<file path="src/hw/rtl/meso_pkg.sv">
// shared types, constants and the sine polynomial for the motion oscillator
// no dependencies
package meso_pkg;

   localparam int AXES_DEF = 3;
   localparam int SINE_BITS_DEF = 10;

   localparam logic [2:0] REG_DC_POLE   = 3'd0;
   localparam logic [2:0] REG_THRESHOLD = 3'd1;
   localparam logic [2:0] REG_ROLLOFF   = 3'd2;
   localparam logic [2:0] REG_FREQ_LOW  = 3'd3;
   localparam logic [2:0] REG_FREQ_HIGH = 3'd4;
   localparam logic [2:0] REG_SPAN      = 3'd5;
   localparam logic [2:0] REG_AMPLITUDE = 3'd6;
   localparam logic [2:0] REG_PHASE_HZ  = 3'd7;

   localparam logic signed [26:0] Y_MAX = 27'sd67108863;
   localparam logic signed [26:0] Y_MIN = -27'sd67108864;
   localparam logic [26:0] OUT_MAX = 27'd134217727;
   localparam logic [14:0] FREQ_MAX = 15'd24000;
   localparam logic [31:0] ONE_Q30 = 32'd1073741824;

   localparam logic [31:0] SIN_C0 = 32'd1686629713;
   localparam logic [31:0] SIN_C1 = 32'd693598668;
   localparam logic [31:0] SIN_C2 = 32'd85569306;
   localparam logic [31:0] SIN_C3 = 32'd5027000;
   localparam logic [31:0] SIN_C4 = 32'd172271;

   typedef enum logic [2:0] {
      ST_IDLE,
      ST_AXES,
      ST_ROOT,
      ST_DIV,
      ST_SINE,
      ST_OUT
   } state_type;

   typedef struct packed {
      logic [15:0] dc_pole;
      logic [23:0] motion_threshold;
      logic [23:0] peak_rolloff;
      logic [14:0] freq_low_hz;
      logic [14:0] freq_high_hz;
      logic [26:0] motion_span;
      logic [15:0] tone_amplitude;
      logic [31:0] phase_per_hz;
   } cfg_type;

   // horner coefficient by index, c0 the lowest power
   function automatic logic [31:0] sin_coef(input logic [2:0] k);
      logic [31:0] c;
      unique case (k)
         3'd0: c = SIN_C0;
         3'd1: c = SIN_C1;
         3'd2: c = SIN_C2;
         3'd3: c = SIN_C3;
         default: c = SIN_C4;
      endcase
      return c;
   endfunction

endpackage

</file>
<file path="src/hw/rtl/meso_lane.sv">
// one axis dc blocker lane: registered product then saturating add
// depends on meso_pkg
module meso_lane (
   input  logic        clock,
   input  logic        reset,
   input  logic        start,
   input  logic        commit,
   input  logic [15:0] x,
   input  logic [15:0] dc_pole,
   output logic [52:0] y_sq
);
   localparam logic signed [28:0] Y_MAX_EXT = 29'(meso_pkg::Y_MAX);
   localparam logic signed [28:0] Y_MIN_EXT = 29'(meso_pkg::Y_MIN);

   logic [15:0]        prev_in_ff;
   logic signed [26:0] prev_out_ff;
   logic signed [43:0] prod_ff, prod_in;
   logic signed [26:0] y_ff, y_in;
   logic [52:0]        sq_ff;
   logic signed [53:0] sq_full;
   logic signed [28:0] sum;
   logic signed [27:0] fb;

   assign prod_in = $signed({1'b0, dc_pole}) * prev_out_ff;
   // arithmetic shift is floor division by 2^16
   assign fb  = 28'(prod_ff >>> 16);
   assign sum = 29'($signed({1'b0, x}) - $signed({1'b0, prev_in_ff})) * 29'sd256
                + 29'(fb);
   always_comb begin
      priority if (sum > Y_MAX_EXT) y_in = meso_pkg::Y_MAX;
      else if (sum < Y_MIN_EXT) y_in = meso_pkg::Y_MIN;
      else y_in = sum[26:0];
   end
   assign sq_full = y_ff * y_ff;

   always_ff @(posedge clock) begin
      if (reset) begin
         prev_in_ff  <= '0;
         prev_out_ff <= '0;
      end else if (commit) begin
         prev_in_ff  <= x;
         prev_out_ff <= y_ff;
      end
      if (start) prod_ff <= prod_in;
      y_ff  <= y_in;
      sq_ff <= sq_full[52:0];
   end
   assign y_sq = sq_ff;
endmodule

</file>
<file path="config.mk">
export PLATFORM = sky130hd
export DESIGN_NAME = meso_lane
export DESIGN_NICKNAME = d
export VERILOG_FILES = /design/src/hw/rtl/meso_pkg.sv /design/src/hw/rtl/meso_lane.sv
export SDC_FILE = /design/constraint.sdc
export NUM_CORES = 2
export LEC_CHECK = 0
export ABC_AREA = 0
export BUFFER_PORTS_ARGS = -buffer_cell sky130_fd_sc_hd__buf_2
export CAP_MARGIN = 15
export CORE_UTILIZATION = 55
export DETAILED_ROUTE_END_ITERATION = 8
export GPL_TIMING_DRIVEN = 0
export PLACE_DENSITY = 0.84
export SLEW_MARGIN = 25
export SYNTH_ARGS = -nofsm -noshare
export SYNTH_HDL_FRONTEND = slang
export SYNTH_SLANG_ARGS = --single-unit
export TNS_END_PERCENT = 1
</file>
<file path="constraint.sdc">
create_clock -name clock -period 8.15 [get_ports clock]
set_input_delay 1.63 -clock clock [delete_from_list [all_inputs] [get_ports clock]]
set_output_delay 1.63 -clock clock [all_outputs]
set_load 0.02 [all_outputs]
</file>
# Yosys cells after proc, flatten, opt, wreduce, memory -nomap -nowiden
# Index checks and enable logic that the tools add are counted.
# word_totals
regBits	167
inputBits	36
wordCells	12
# op_classes
muxes	1
magnitude_cmp	2
multipliers	2
addsub	2
# op_table
cell	count
$mul 27x27->53	1
$mul 17x27->44	1
$add 25x28->29	1
$gt 29x27->1 const B	1
$lt 29x27->1 const B	1
$mux 27	1
$sub 16x16->17	1

# Depth between registers and ports, before layout
# logic_depth
word_depth	4
ltp_mapped	29
ltp_nobuf	26

# Worst setup path after synthesis
# OpenSTA, ideal clock, no wires.
# synth_timing
path_type	input -> register
start	input port dc_pole[2]
end	register prod_ff[43] (data pin)
setup_time_ns	0.260
path_slack_ns	0.198
arrival_ns	7.692
cell_stages	25
t_required_ns	7.890
path_cell_list	clkbuf_1 clkbuf_1 nand2_1 fa_1 inv_1 fa_1 inv_1 fa_1 inv_1 fa_1 inv_1 fa_1 inv_1 fa_1 ha_1 a21oi_1 o21ai_0 o311ai_0 a21oi_1 o311ai_0 o41ai_1 a21bo_2 nand4_1 and4b_1 xnor2_1
# synth_between
elab_chain_len	1
# synth_rtl
item	line_no	text
start: declaration	meso_lane.sv:9	input logic [15:0] dc_pole,
$mul 17x27->44	meso_lane.sv:24	assign prod_in = $signed({1'b0, dc_pole}) * prev_out_ff;
via prod_in[43]	meso_lane.sv:17	logic signed [43:0] prod_ff, prod_in;
end signal: assignment	meso_lane.sv:44	if (start) prod_ff <= prod_in;
end: declaration	meso_lane.sv:17	
# The timed path passes the listed nets, and every way through them passes these cells.
# A chain may end at the register's enable or synchronous reset.

# Worst setup path after layout
# layout_timing
start	input port dc_pole[10]
end	register prod_ff[43] (data pin)
# The elaborated chain is that of the path after synthesis.

==> results.py <==
metrics = {
    "clock_network": {
        "root_buffer": "clkbuf_16",
        "cts_tree": "built",
        "htree_levels": 4,
        "clkTransAtPathRegs_ps": 80,
        "cts_buffer_depth": 2,
        "clk_latency_ps": 510,
        "hold_buffers": 0,
        "cts_buffers": 17,
        "clock_sinks": 150,
    },
    "cells_and_area": {
        "syn_to_final_growth_pct": 6.03,
        "drive_gt1_share_pct": 4.85,
        "nNetsFinal": 6250,
        "fill_cells": 6574,
    },
    "setup_path": {
        "worstPathArrival_ps": 8250,
        "r2r-end": "y_sq[51]",
        "crit_required_ps": 8390,
        "setup.worst_path.end": "prod_ff[43]",
        "startpoint": "dc_pole[10]",
        "r2r-start": "y_ff[14]",
        "critPathKind": "input port to register",
        "r2r_slack_ps": 140,
        "critPathCaptureType": "register",
        "cp_max_fo": 10,
        "startpoint_type": "input port",
        "r2r_cells": 21,
    },
    "sta": {
        "rsz0062_at_grt": "yes",
        "relSlewSlack_pct": 40.2,
        "fin_worst_skew_ps": 27.0,
        "worst_slew_pin_slew_ps": 898,
        "worst_slack_ps": 139,
        "timing.final.crit_period_ps": 8010,
        "setup-violations-final": 0,
        "hold_viol_final": 0,
        "fin_crit_sh_pct": 98.3,
        "fin_hold_ws_ps": 471,
        "final_max_slew_viol_count": 0,
        "max_freq_mhz": 125,
    },
    "drt": {
        "wl_um": 114000,
        "first_pass_iters": 8,
        "wire_per_inst_um": 19.4,
        "drt_iter0_drc": 2448,
        "ant_nets": 0,
        "viasPerCell": 5.46,
        "route.vias.total": 32000,
        "remaining_drc_errors": 2,
    },
    "floorplanning": {
        "die_w_um": 285,
        "start_util_pct": 55.7,
        "dieArea_mm2": 0.0812,
        "coreArea_mm2": 0.0791,
        "die_h_um": 285,
        "rows": 103,
        "io_pins": 89,
    },
    "grt": {
        "grt_use_total_pct": 29.5,
        "grt_pass1_wl_um": 182000,
        "grt_max_degree": 29,
        "grt_pass1_vias": 35100,
        "overflow": 0,
        "antenna_found_initial": 2,
    },
    "placement": {
        "dp_hpwl_um": 95800,
        "gp_congestion": 1.03,
        "dpl_worst_slack_ps": -1440,
        "portBuffers": 74,
    },
    "yosys": {
        "syn-num-nets": 6158,
        "ys_types": 70,
        "async_reset_ff_share_pct": 0,
        "yosys.area.top_type": "fa_1",
        "synth_ff_type": "dfxtp_1",
        "synth-edff-count": 28,
        "post-synth-top-count-cell": "inv_1",
        "yosys_warnings": 0,
        "synth_commonest_cells": "inv_1, fa_1, nand2_1",
        "ys_ff_latch": 150,
        "syn_avg_cell_area_um2": 9.38,
        "netlist.area_leader.share_pct": 50.4,
        "synthesis.area_mm2": 0.0441,
        "ys_top_cells_by_area": "fa_1, inv_1, ha_1",
        "yosysSeqAreaShare_pct": 7.45,
        "netlist_instances": 4698,
    },
    "run_status": {
        "status": "finished, violations left",
        "violations": "DRC",
    },
    "run": {
        "max-cap-violations": 0,
    },
    "min_path": {
        "min_path_type": "register to register",
    },
}
==> critical path, stage by stage <==
cell and delay [ps]:
clkbuf_2 320, clkbuf_4 310, nand2_1 90, fa_1 510, inv_1 50, fa_1 490, inv_1 50, fa_1 530
inv_1 50, fa_1 480, inv_1 60, fa_1 470, inv_1 60, fa_1 430, ha_1 370, a21oi_1 90
o21ai_2 230, o311ai_0 240, a21oi_1 320, o311ai_2 230, o41ai_2 470, a21bo_2 270, nand4_1 120, and4b_1 220
xnor2_1 120
==> per-stage QoR <==
stage               utilization [%]  cells  TNS [ps]  area, µm²
global route                   59.0   5853      -124      46700
finish                         59.0   5855         0      46700
CTS                            58.8   5852     -28.1      46500
floorplan                         -   4698         0      44100
global placement               57.8   5822    -28610      45700
detailed placement             57.8   5822    -27790      45700
==> cells by family (layout without fill, tap and decap cells) <==
kind of cell,Yosys count,after routing,share of synthesized area (%)
buffers and inverters,1544,1649,13.2
adders and majority gates,1424,1424,59.3
and+or+nand+nor,1073,1073,11.4
AOI/OAI and AO/OA,327,327,4.86
DFF,150,150,7.45
xor gates and xnor gates,135,135,2.68
muxes,44,44,1.00
other,1,3,0.00851
==> sequential cells by signal, indices dropped and copies added, names as in the netlist <==
| register | cells |
|---|---|
| y_ff | 27 |
| prod_ff | 28 |
| prev_in_ff | 16 |
| prev_out_ff | 27 |
| y_sq | 52 |
==> what timing repair did <==
| item | in CTS | in global routing |
|---|---|---|
| resized for setup | 91 | 112 |
| buffers inserted | 0 | 4 |
| endpoints found under the setup margin | 34 | 17 |
| endpoints found under the hold margin | 0 | 0 |
| pin swaps | 1 | 4 |
==> layer usage <==
| layer | global-route usage [%] | wire length (µm) | up-vias |
|---|---|---|---|
| li1 | - | - | 13800 |
| met1 | 35.4 | 40400 | 16000 |
| met2 | 48.9 | 54500 | 1718 |
| met3 | 7.13 | 11700 | 465 |
| met4 | 16.2 | 7060 | 0 |
| met5 | 0 | 0 | - |
==> placed cells by master, fill, tap and decap left out, drive strengths merged, types with 9 or more instances in the layout <==
master,instances
and3,11
o21ai,57
inv,1370
nor2b,15
nor2,153
nand2,512
a211oi,11
nor3,17
fa,1109
xnor2,90
nand3,18
xor2,45
nand2b,16
clkbuf,169
o211ai,9
mux2i,44
a21o,69
buf,98
and2,287
dfxtp,122
ha,315
edfxtp,28
o21a,9
nand4,14
o21bai,18
a21oi,102
==> cell type report <==
class                   count  area (µm²)  share of cell area [%]
multi-input cells        3004       35100                    75.1
inverters                1371        5150                    11.0
flip-flops and latches    150        3290                    7.03
well taps                1050        1310                    2.81
plain buffers             168         847                    1.81
clock buffers              21         462                   0.988
repair buffers             78         400                   0.857
clock inverters            11         171                   0.367
diodes                      2        5.00                  0.0107
==> worst min-delay path by stage <==
stage,from,endpoint,cells past startpoint
finish,prod_ff[16],y_ff[0],2
global placement,y_ff[0],y_sq[0],0
floorplan,y_ff[0],y_sq[0],0
detailed placement,y_ff[0],y_sq[0],0
CTS,y_ff[0],y_sq[0],0
global route,prod_ff[18],y_ff[2],2
Power is left out: the tool's default activity adds up to more than one toggle a clock period on the data nets, which glitch-free logic cannot reach.
