`src/hw/rtl/meso_pkg.sv`:
```
// shared types, constants and the sine polynomial for the motion oscillator
// no dependencies
package meso_pkg;

   localparam int AXES_DEF = 3;
   localparam int SINE_BITS_DEF = 10;

   localparam logic [2:0] REG_DC_POLE   = 3'd0;
   localparam logic [2:0] REG_THRESHOLD = 3'd1;
   localparam logic [2:0] REG_ROLLOFF   = 3'd2;
   localparam logic [2:0] REG_FREQ_LOW  = 3'd3;
   localparam logic [2:0] REG_FREQ_HIGH = 3'd4;
   localparam logic [2:0] REG_SPAN      = 3'd5;
   localparam logic [2:0] REG_AMPLITUDE = 3'd6;
   localparam logic [2:0] REG_PHASE_HZ  = 3'd7;

   localparam logic signed [26:0] Y_MAX = 27'sd67108863;
   localparam logic signed [26:0] Y_MIN = -27'sd67108864;
   localparam logic [26:0] OUT_MAX = 27'd134217727;
   localparam logic [14:0] FREQ_MAX = 15'd24000;
   localparam logic [31:0] ONE_Q30 = 32'd1073741824;

   localparam logic [31:0] SIN_C0 = 32'd1686629713;
   localparam logic [31:0] SIN_C1 = 32'd693598668;
   localparam logic [31:0] SIN_C2 = 32'd85569306;
   localparam logic [31:0] SIN_C3 = 32'd5027000;
   localparam logic [31:0] SIN_C4 = 32'd172271;

   typedef enum logic [2:0] {
      ST_IDLE,
      ST_AXES,
      ST_ROOT,
      ST_DIV,
      ST_SINE,
      ST_OUT
   } state_type;

   typedef struct packed {
      logic [15:0] dc_pole;
      logic [23:0] motion_threshold;
      logic [23:0] peak_rolloff;
      logic [14:0] freq_low_hz;
      logic [14:0] freq_high_hz;
      logic [26:0] motion_span;
      logic [15:0] tone_amplitude;
      logic [31:0] phase_per_hz;
   } cfg_type;

   // horner coefficient by index, c0 the lowest power
   function automatic logic [31:0] sin_coef(input logic [2:0] k);
      logic [31:0] c;
      unique case (k)
         3'd0: c = SIN_C0;
         3'd1: c = SIN_C1;
         3'd2: c = SIN_C2;
         3'd3: c = SIN_C3;
         default: c = SIN_C4;
      endcase
      return c;
   endfunction

endpackage

```
`src/hw/rtl/meso_merge.sv`:
```
// merge stage: sum of lane squares, bit-serial square root, map, peak follower
// depends on meso_pkg
module meso_merge #(
   parameter int AXES = meso_pkg::AXES_DEF
) (
   input  logic                   clock,
   input  logic                   reset,
   input  logic                   load,
   input  logic                   step_root,
   input  logic                   step_div,
   input  logic                   finish,
   input  logic [AXES-1:0][52:0]  sq,
   input  meso_pkg::cfg_type      cfg,
   output logic [26:0]            motion_level,
   output logic [26:0]            peak_level,
   output logic [14:0]            freq_hz
);
   logic [54:0] rem_ff, rem_in;
   logic [27:0] root_ff, root_in;
   logic [26:0] raw;
   logic [54:0] total;
   logic [16:0] diff_mag;
   logic        neg_ff;
   logic [43:0] num_ff;
   logic [43:0] quo_ff;
   logic [44:0] drem_ff, drem_next;
   logic [43:0] scaled;
   logic [26:0] span;
   logic [26:0] motion_ff, peak_ff, motion_in, peak_in, pk;
   logic [14:0] freq_ff;
   logic signed [45:0] fsum;
   logic signed [16:0] diff;
   logic        div_start;

   always_comb begin
      total = '0;
      for (int j = 0; j < AXES; j++) total = total + 55'(sq[j]);
   end

   // restoring square root, two radicand bits a step
   logic [55:0] trial;
   logic [56:0] rem_sh;
   assign rem_sh = {rem_ff[54:0], 2'b00} | 57'(num_ff[43:42]);
   assign trial  = {root_ff[26:0], 2'b01} ;
   always_comb begin
      if (rem_sh >= 57'(trial)) begin
         rem_in  = 55'(rem_sh - 57'(trial));
         root_in = {root_ff[26:0], 1'b1};
      end else begin
         rem_in  = 55'(rem_sh);
         root_in = {root_ff[26:0], 1'b0};
      end
   end
   assign raw = root_ff > 28'(meso_pkg::OUT_MAX) ? meso_pkg::OUT_MAX : root_ff[26:0];

   assign diff = $signed({2'b0, cfg.freq_high_hz}) - $signed({2'b0, cfg.freq_low_hz});
   assign diff_mag = diff[16] ? 17'(-diff) : 17'(diff);
   assign span = cfg.motion_span == '0 ? 27'd1 : cfg.motion_span;
   assign drem_next = {drem_ff[43:0], num_ff[43]};
   assign scaled = diff_mag * raw;

   // the sequencer raises both steps for one cycle after the last root step
   assign div_start = step_root && step_div;

   always_ff @(posedge clock) begin
      if (load) begin
         // 56-bit radicand: num_ff holds the top 44 bits, quo_ff the low 12 while rooting
         rem_ff  <= '0;
         root_ff <= '0;
         num_ff  <= {1'b0, total[54:12]};
         quo_ff  <= {32'd0, total[11:0]};
      end else if (div_start) begin
         neg_ff  <= diff[16];
         num_ff  <= scaled;
         drem_ff <= '0;
         quo_ff  <= '0;
      end else if (step_root) begin
         rem_ff  <= rem_in;
         root_ff <= root_in;
         num_ff  <= {num_ff[41:0], quo_ff[11:10]};
         quo_ff  <= {quo_ff[43:12], quo_ff[9:0], 2'b00};
      end else if (step_div) begin
         if (drem_next >= 45'(span)) begin
            drem_ff <= drem_next - 45'(span);
            quo_ff  <= {quo_ff[42:0], 1'b1};
         end else begin
            drem_ff <= drem_next;
            quo_ff  <= {quo_ff[42:0], 1'b0};
         end
         num_ff <= {num_ff[42:0], 1'b0};
      end
   end

   assign fsum = $signed({31'd0, cfg.freq_low_hz})
                 + (neg_ff ? -$signed({2'b0, quo_ff}) : $signed({2'b0, quo_ff}));
   assign motion_in = raw > 27'(cfg.motion_threshold) ?
                      raw - 27'(cfg.motion_threshold) : '0;
   assign pk = motion_in > peak_ff ? motion_in : peak_ff;
   assign peak_in = pk > 27'(cfg.peak_rolloff) ? pk - 27'(cfg.peak_rolloff) : '0;

   always_ff @(posedge clock) begin
      if (reset) begin
         motion_ff <= '0;
         peak_ff   <= '0;
         freq_ff   <= 15'd50;
      end else if (finish) begin
         motion_ff <= motion_in;
         peak_ff   <= peak_in;
         if (fsum < 0) freq_ff <= '0;
         else if (fsum > 46'(meso_pkg::FREQ_MAX)) freq_ff <= meso_pkg::FREQ_MAX;
         else freq_ff <= fsum[14:0];
      end
   end
   assign motion_level = motion_ff;
   assign peak_level   = peak_ff;
   assign freq_hz      = freq_ff;
endmodule

```
`config.mk`:
```
export PLATFORM = sky130hd
export DESIGN_NAME = meso_merge
export DESIGN_NICKNAME = d
export VERILOG_FILES = /design/src/hw/rtl/meso_pkg.sv /design/src/hw/rtl/meso_merge.sv
export SDC_FILE = /design/constraint.sdc
export NUM_CORES = 2
export LEC_CHECK = 0
export BUFFER_PORTS_ARGS = -buffer_cell sky130_fd_sc_hd__buf_2
export CORE_ASPECT_RATIO = 0.8
export CORE_MARGIN = 2
export CORE_UTILIZATION = 29
export CTS_CLUSTER_DIAMETER = 30
export CTS_CLUSTER_SIZE = 40
export DETAILED_ROUTE_END_ITERATION = 16
export HOLD_SLACK_MARGIN = 0.03
export PLACE_DENSITY = 0.53
export SYNTH_ARGS = -nofsm -noshare
export SYNTH_HDL_FRONTEND = slang
export SYNTH_SLANG_ARGS = --single-unit
```
`constraint.sdc`:
```
create_clock -name clock -period 12.54 [get_ports clock]
set_input_delay 0.627 -clock clock [delete_from_list [all_inputs] [get_ports clock]]
set_output_delay 0.627 -clock clock [all_outputs]
set_load 0.005 [all_outputs]
```
======== Yosys cells after proc, flatten, opt, wreduce, memory -nomap -nowiden ========
Index checks and enable logic that the tools add are counted.
storage, ports and cells
  word-level logic and storage cells ...... 68
  bits in registers ....................... 285
cells by class
  add/subtract/negate cells ............... 10
  $mul .................................... 1
  reduce and logical (&&, ||, !) cells .... 10
  equality and inequality tests ........... 1
  bitwise logic cells ..................... 4
  order comparisons ....................... 8
  muxes and demuxes ....................... 23
operators by type and width
  kind                                                             number
  two-way mux 44 bit                                               6
  two-way mux 27 bit                                               5
  >= comparator 57 x 29 -> 1 bit                                   1
  OR 57 x 2 -> 57 bit                                              1
  adder 54 x 53 -> 55 bit                                          1
  two-way mux 55 bit                                               1
  subtractor 55 x 29 -> 55 bit                                     1
  adder 53 x 53 -> 54 bit                                          1
  greater-than comparator 27 x 24 -> 1 bit                         2
  subtractor 27 x 24 -> 27 bit                                     2
  two-way mux 12 bit                                               4
  adder 16 x 46 -> 46 bit                                          1
  greater-than comparator 46 x 15 -> 1 bit, second input constant  1
  less-than comparator 46 x 1 -> 1 bit, second input constant      1
  two-way mux 46 bit                                               1
  negator 44 -> 46 bit                                             1
  >= comparator 45 x 27 -> 1 bit                                   1
  multiplier 17 x 27 -> 44 bit                                     1
  subtractor 44 x 27 -> 44 bit                                     1
  two-way mux 43 bit                                               1
  two-way mux 15 bit                                               2
  greater-than comparator 28 x 27 -> 1 bit, second input constant  1
  greater-than comparator 27 bit                                   1
  zero test 27 bit                                                 1
  13 further kinds                                                 18

======== Logic depth before layout (Yosys ltp) ========
  depth after elaboration ................. 8
  depth in mapped cells ................... 40

======== Worst setup path before layout ========
No wires, ideal clock.
  path type ............................... input -> register
  start point ............................. in cfg[75] in the netlist's numbering
  end point ............................... reg num_ff[37], data pin
  cell stages on the path ................. 36
  slack ................................... 2710 ps
  library setup time ...................... 269 ps
  arrival ................................. 9562 ps
  path buffers ............................ 2
  cell sequence ........................... inv_1 ha_1 inv_1 fa_1 a21o_1 a21oi_1 o21bai_1 a21oi_1 o21ai_0 a21oi_1 o21ai_0 a311oi_1 and3_1 clkbuf_1 buf_1 nor4_1 fa_1 fa_1 fa_1 fa_1 fa_1 inv_1 fa_1 inv_1 ha_1 a21o_1 a21o_1 a21oi_1 o21ai_0 a221oi_1 o21a_1 o31ai_1 a2111oi_0 xnor2_1 a221oi_1 o22ai_1
between the ends
  word-level cells in the longest chain between the ends .. 6
ends and longest elaborated chain
  item                              line              source
  start, declared                   meso_merge.sv:13  input meso_pkg::cfg_type cfg,
  subtractor 15 x 15 -> 16 bit (*)  meso_merge.sv:56  assign diff = $signed({2'b0, cfg.freq_high_hz}) - $signed({2'b0, cfg.freq_low_hz});
  negator 16 -> 17 bit              meso_merge.sv:57  assign diff_mag = diff[16] ? 17'(-diff) : 17'(diff);
  two-way mux 17 bit (*)            meso_merge.sv:57
  multiplier 17 x 27 -> 44 bit (*)  meso_merge.sv:60  assign scaled = diff_mag * raw;
  two-way mux 44 bit (*)            meso_merge.sv:72  end else if (div_start) begin
  two-way mux 43 bit (*)            meso_merge.sv:66  if (load) begin
  end signal, assigned              meso_merge.sv:70  num_ff <= {1'b0, total[54:12]};
  end signal, assigned              meso_merge.sv:74  num_ff <= scaled;
  end signal, assigned              meso_merge.sv:80  num_ff <= {num_ff[41:0], quo_ff[11:10]};
  end, declared                     meso_merge.sv:24  logic [43:0] num_ff;
Mark *: on every way between the ends. The rest lies on a longest branch, timed or not.
A chain may end at the register's enable or synchronous reset.

======== Worst setup path after layout ========
Ends and elaborated chain as after synthesis.

==> run summary <==
* **clock latency at the later pin of the worst-skew pair** 680 ps
* **cell type with the largest total area after synthesis** fa_1
* **final setup violating endpoints** 0
* **area added between synthesis and finish** 15.8%
* **number of buffers and inverters on the critical path** 6
* **detailed placement HPWL** 116 mm
* **weighted congestion at the end of routability-driven global placement** 0.903
* **post-synthesis register bit count** 285
* **Period Utilization, post-route** 0.872
* **clock root buffer** clkbuf_16
* **hold violation total from the final report** 0
* **via density per instance** 5.15
* **total length of routed wires** 144 mm
* **cell area after placement** 46,100 um2
* **M1 wire length** 72.4 mm
* **clock tree from TritonCTS** yes
* **Crit path max-delay family** compound AO/OA/AOI/OAI gates
* **outcome** finished clean
* **Chip Height** 345 um
* **largest net degree at the start of global routing** 96
* **sinks on the clock net** 285
* **number of DRC markers after the initial detailed-route iteration** 2,757
* **standard-cell row count** 125
* **Worst R2R Start** root_ff[27]
* **length of routed met2 wiring** 59.9 mm
* **Top cell by count, worst path** fa_1
* **Final Skew** 53.9 ps
* **worst path arrival time** 11,340 ps
* **worst-case vdd ir drop** 0.483 mV
* **Worst-Margin Slew** 1150 ps
* **layout cell share with drive strength beyond 1** 0.112
* **post-CTS setup-driven buffer insertion count** 0
* **part of the power in registers** 0.202
* **Die Span X** 431 um
* **crit path max fanout** 22
* **Post-CTS Hold Fix Bufs** 0
* **standard cell with the maximum stage delay on the critical path** nor4_1
* **Synth Cell Area** 42,300 um2
* **required time at the worst-slack endpoint** 12,950 ps
* **antenna violations before repair** 8
* **YS warnings** 0
* **starting density of the core** 0.292
* **core region area** 145,000 um2
* **top-count cell post-synth** inv_1
* **vias in the first global route** 38,000
* **number of nets in the layout** 6,707
* **DRC violation count after routing** 0
* **number of buffers inserted during clock tree synthesis** 79
* **total grt overflow** 0
* **Gates resized, CTS repair** 0
* **share of power burned in combinational logic** 0.436
* **WS Path Type** in2reg
* **all-layer global routing usage** 0.191
* **Die ar.** 149,000 um2
* **Worst setup SP type** primary input
* **minimum hold slack** 453 ps
* **ys async rst share** 0
* **Switch Pwr** 2.50 mW
* **Avg Synthesized Cell Area** 7.90 um2
* **number of primary I/O pins** 403
* **H-tree depth** 3
* **Sw Ratio** 0.423
* **Max-slew headroom** 0.230
* **top flip-flop cell by instance count after synthesis** dfxtp_1
* **post-route ant nets** 0
* **Area contributors post-synth** fa_1 (21%), ha_1 (9.9%), dfxtp_1 (8.8%)
* **shortest clock period the worst path allows after layout** 10,930 ps
* **fmax** 0.0915 GHz
* **launch point of the critical path** cfg[75]
* **Max Cap Viol** 0
* **first-pass GRT wire length** 225 mm
* **DR pass1 iterations** 5
* **final instance area** 49,000 um2
* **PD cells** 121 nW/um2
* **Final Slew Violations** 0
* **Port Buf Inserts** 338
* **most instantiated cells after synthesis** inv_1 (715), nand2_1 (712), fa_1 (433), a21oi_1 (412), nor2_1 (366)
* **routed length on met3** 9.50 mm
* **detailed-route wire length per cell** 19.0 um
* **Final Util** 0.338
* **total number of vias** 39,000
* **Cell variety after synth** 88
* **sequential cell area fraction in the yosys report** 0.159
* **class of the most critical hold timing path** reg2reg
* **type of element capturing the critical path** flip-flop
* **RSZ-0062 raised after global routing** no
* **delay of the slowest cell on the worst path** 850 ps
* **cell-internal power** 3.42 mW
* **synthesized instance count** 5,349
* **final total negative setup slack** 0 ps
* **share of power burned in the clock network** 0.362
* **Static Leakage** 22.6 nW
* **clock-pin slew on the worst setup and hold paths** 40 ps
* **Top Metal Used** met5
* **area share of the largest cell type after synthesis** 0.205
* **number of buffers between clock root and the deepest sink** 3
* **startpoint of the worst hold path** root_ff[9]
* **Post-synth EDFFs** 100
* **total power** 5.92 mW
## worst min-delay path: stages (launching register included)
cell and delay [ps]:
dfxtp_1 330, nand2_1 60, a21oi_1 50
## cells by family (layout without fill, tap and decap cells)
family	Yosys count	in the layout	synth area share
simple gates	1689	1689	0.184
other cells	2	29	0.000178
compound gates	1312	1312	0.199
mux	44	44	0.0105
flops	285	285	0.159
fa+ha+maj	767	767	0.304
buf+inv	982	1277	0.0882
xor+xnor	268	268	0.0555
## power groups by stage
stage | combinational [mW] | clock, mW | sequential [mW]
finish | 2.58 | 2.14 | 1.20
CTS | 2.56 | 2.18 | 1.20
global placement | 2.53 | 0 | 1.21
detailed placement | 2.55 | 0 | 1.21
global route | 2.84 | 2.23 | 1.21
floorplan | 1.79 | 0 | 1.16
## per-stage QoR
step / instances / setup WS, ps
2_1_floorplan: 5374 / 2710
3_3_place_gp: 7430 / 1290
3_5_place_dp: 7430 / 1090
4_1_cts: 7574 / 1790
5_1_grt: 7575 / 1040
6_report: 7576 / 1610
## placed cells by master (no fill, tap or decap), types with 25 or more instances in the layout
master and count:
a211oi_1 55, a21o_1 144, a21oi_1 412, a31oi_1 44
and2_1 34, and3_1 29, buf_2 337, buf_4 78
clkbuf_16 81, conb_1 27, dfxtp_1 185, edfxtp_1 100
fa_1 433, ha_1 334, inv_1 713, mux2i_1 41
nand2_1 711, nand2b_1 47, nand3_1 75, nand4_1 58
nor2_1 362, nor2b_1 41, nor3_1 110, nor4_1 57
o211ai_1 51, o21a_1 61, o21ai_0 262, o21bai_1 25
o31ai_1 30, or2_2 35, or3_1 48, or4_1 25
xnor2_1 163, xor2_1 97
## worst paths after layout
check / to / slack (ps) / depth (start not counted)
worst min-delay path: root_ff[10] / 450 / 2
worst min register to register: root_ff[10] / 450 / 2
worst max register to register: peak_level[23] / 2660 / 32
worst max-delay path: num_ff[37] / 1610 / 37
## registers in the layout (all words and copies together) (netlist names)
name          flops
drem_ff          44
motion_level     27
peak_level       27
root_ff          28
rem_ff           55
quo_ff           44
freq_hz          15
neg_ff            1
num_ff           44
## per-layer routing
metal  vias to the layer above  track usage
met2                      1193        0.280
met5                         -            0
li1                      18700            -
met4                         6       0.0349
met1                     19000        0.290
met3                       144       0.0360
## layout make-up
cell class / instances / area (um2)
antenna: 2 / 5.00
clock buffer: 108 / 2250
clock inverter: 36 / 601
fill: 15300 / 96000
inverter: 718 / 2700
multi-input combinational: 4107 / 32100
sequential: 285 / 6710
tap: 1905 / 2380
timing repair buffer: 415 / 2270
Power figures use the tool's default switching activity.
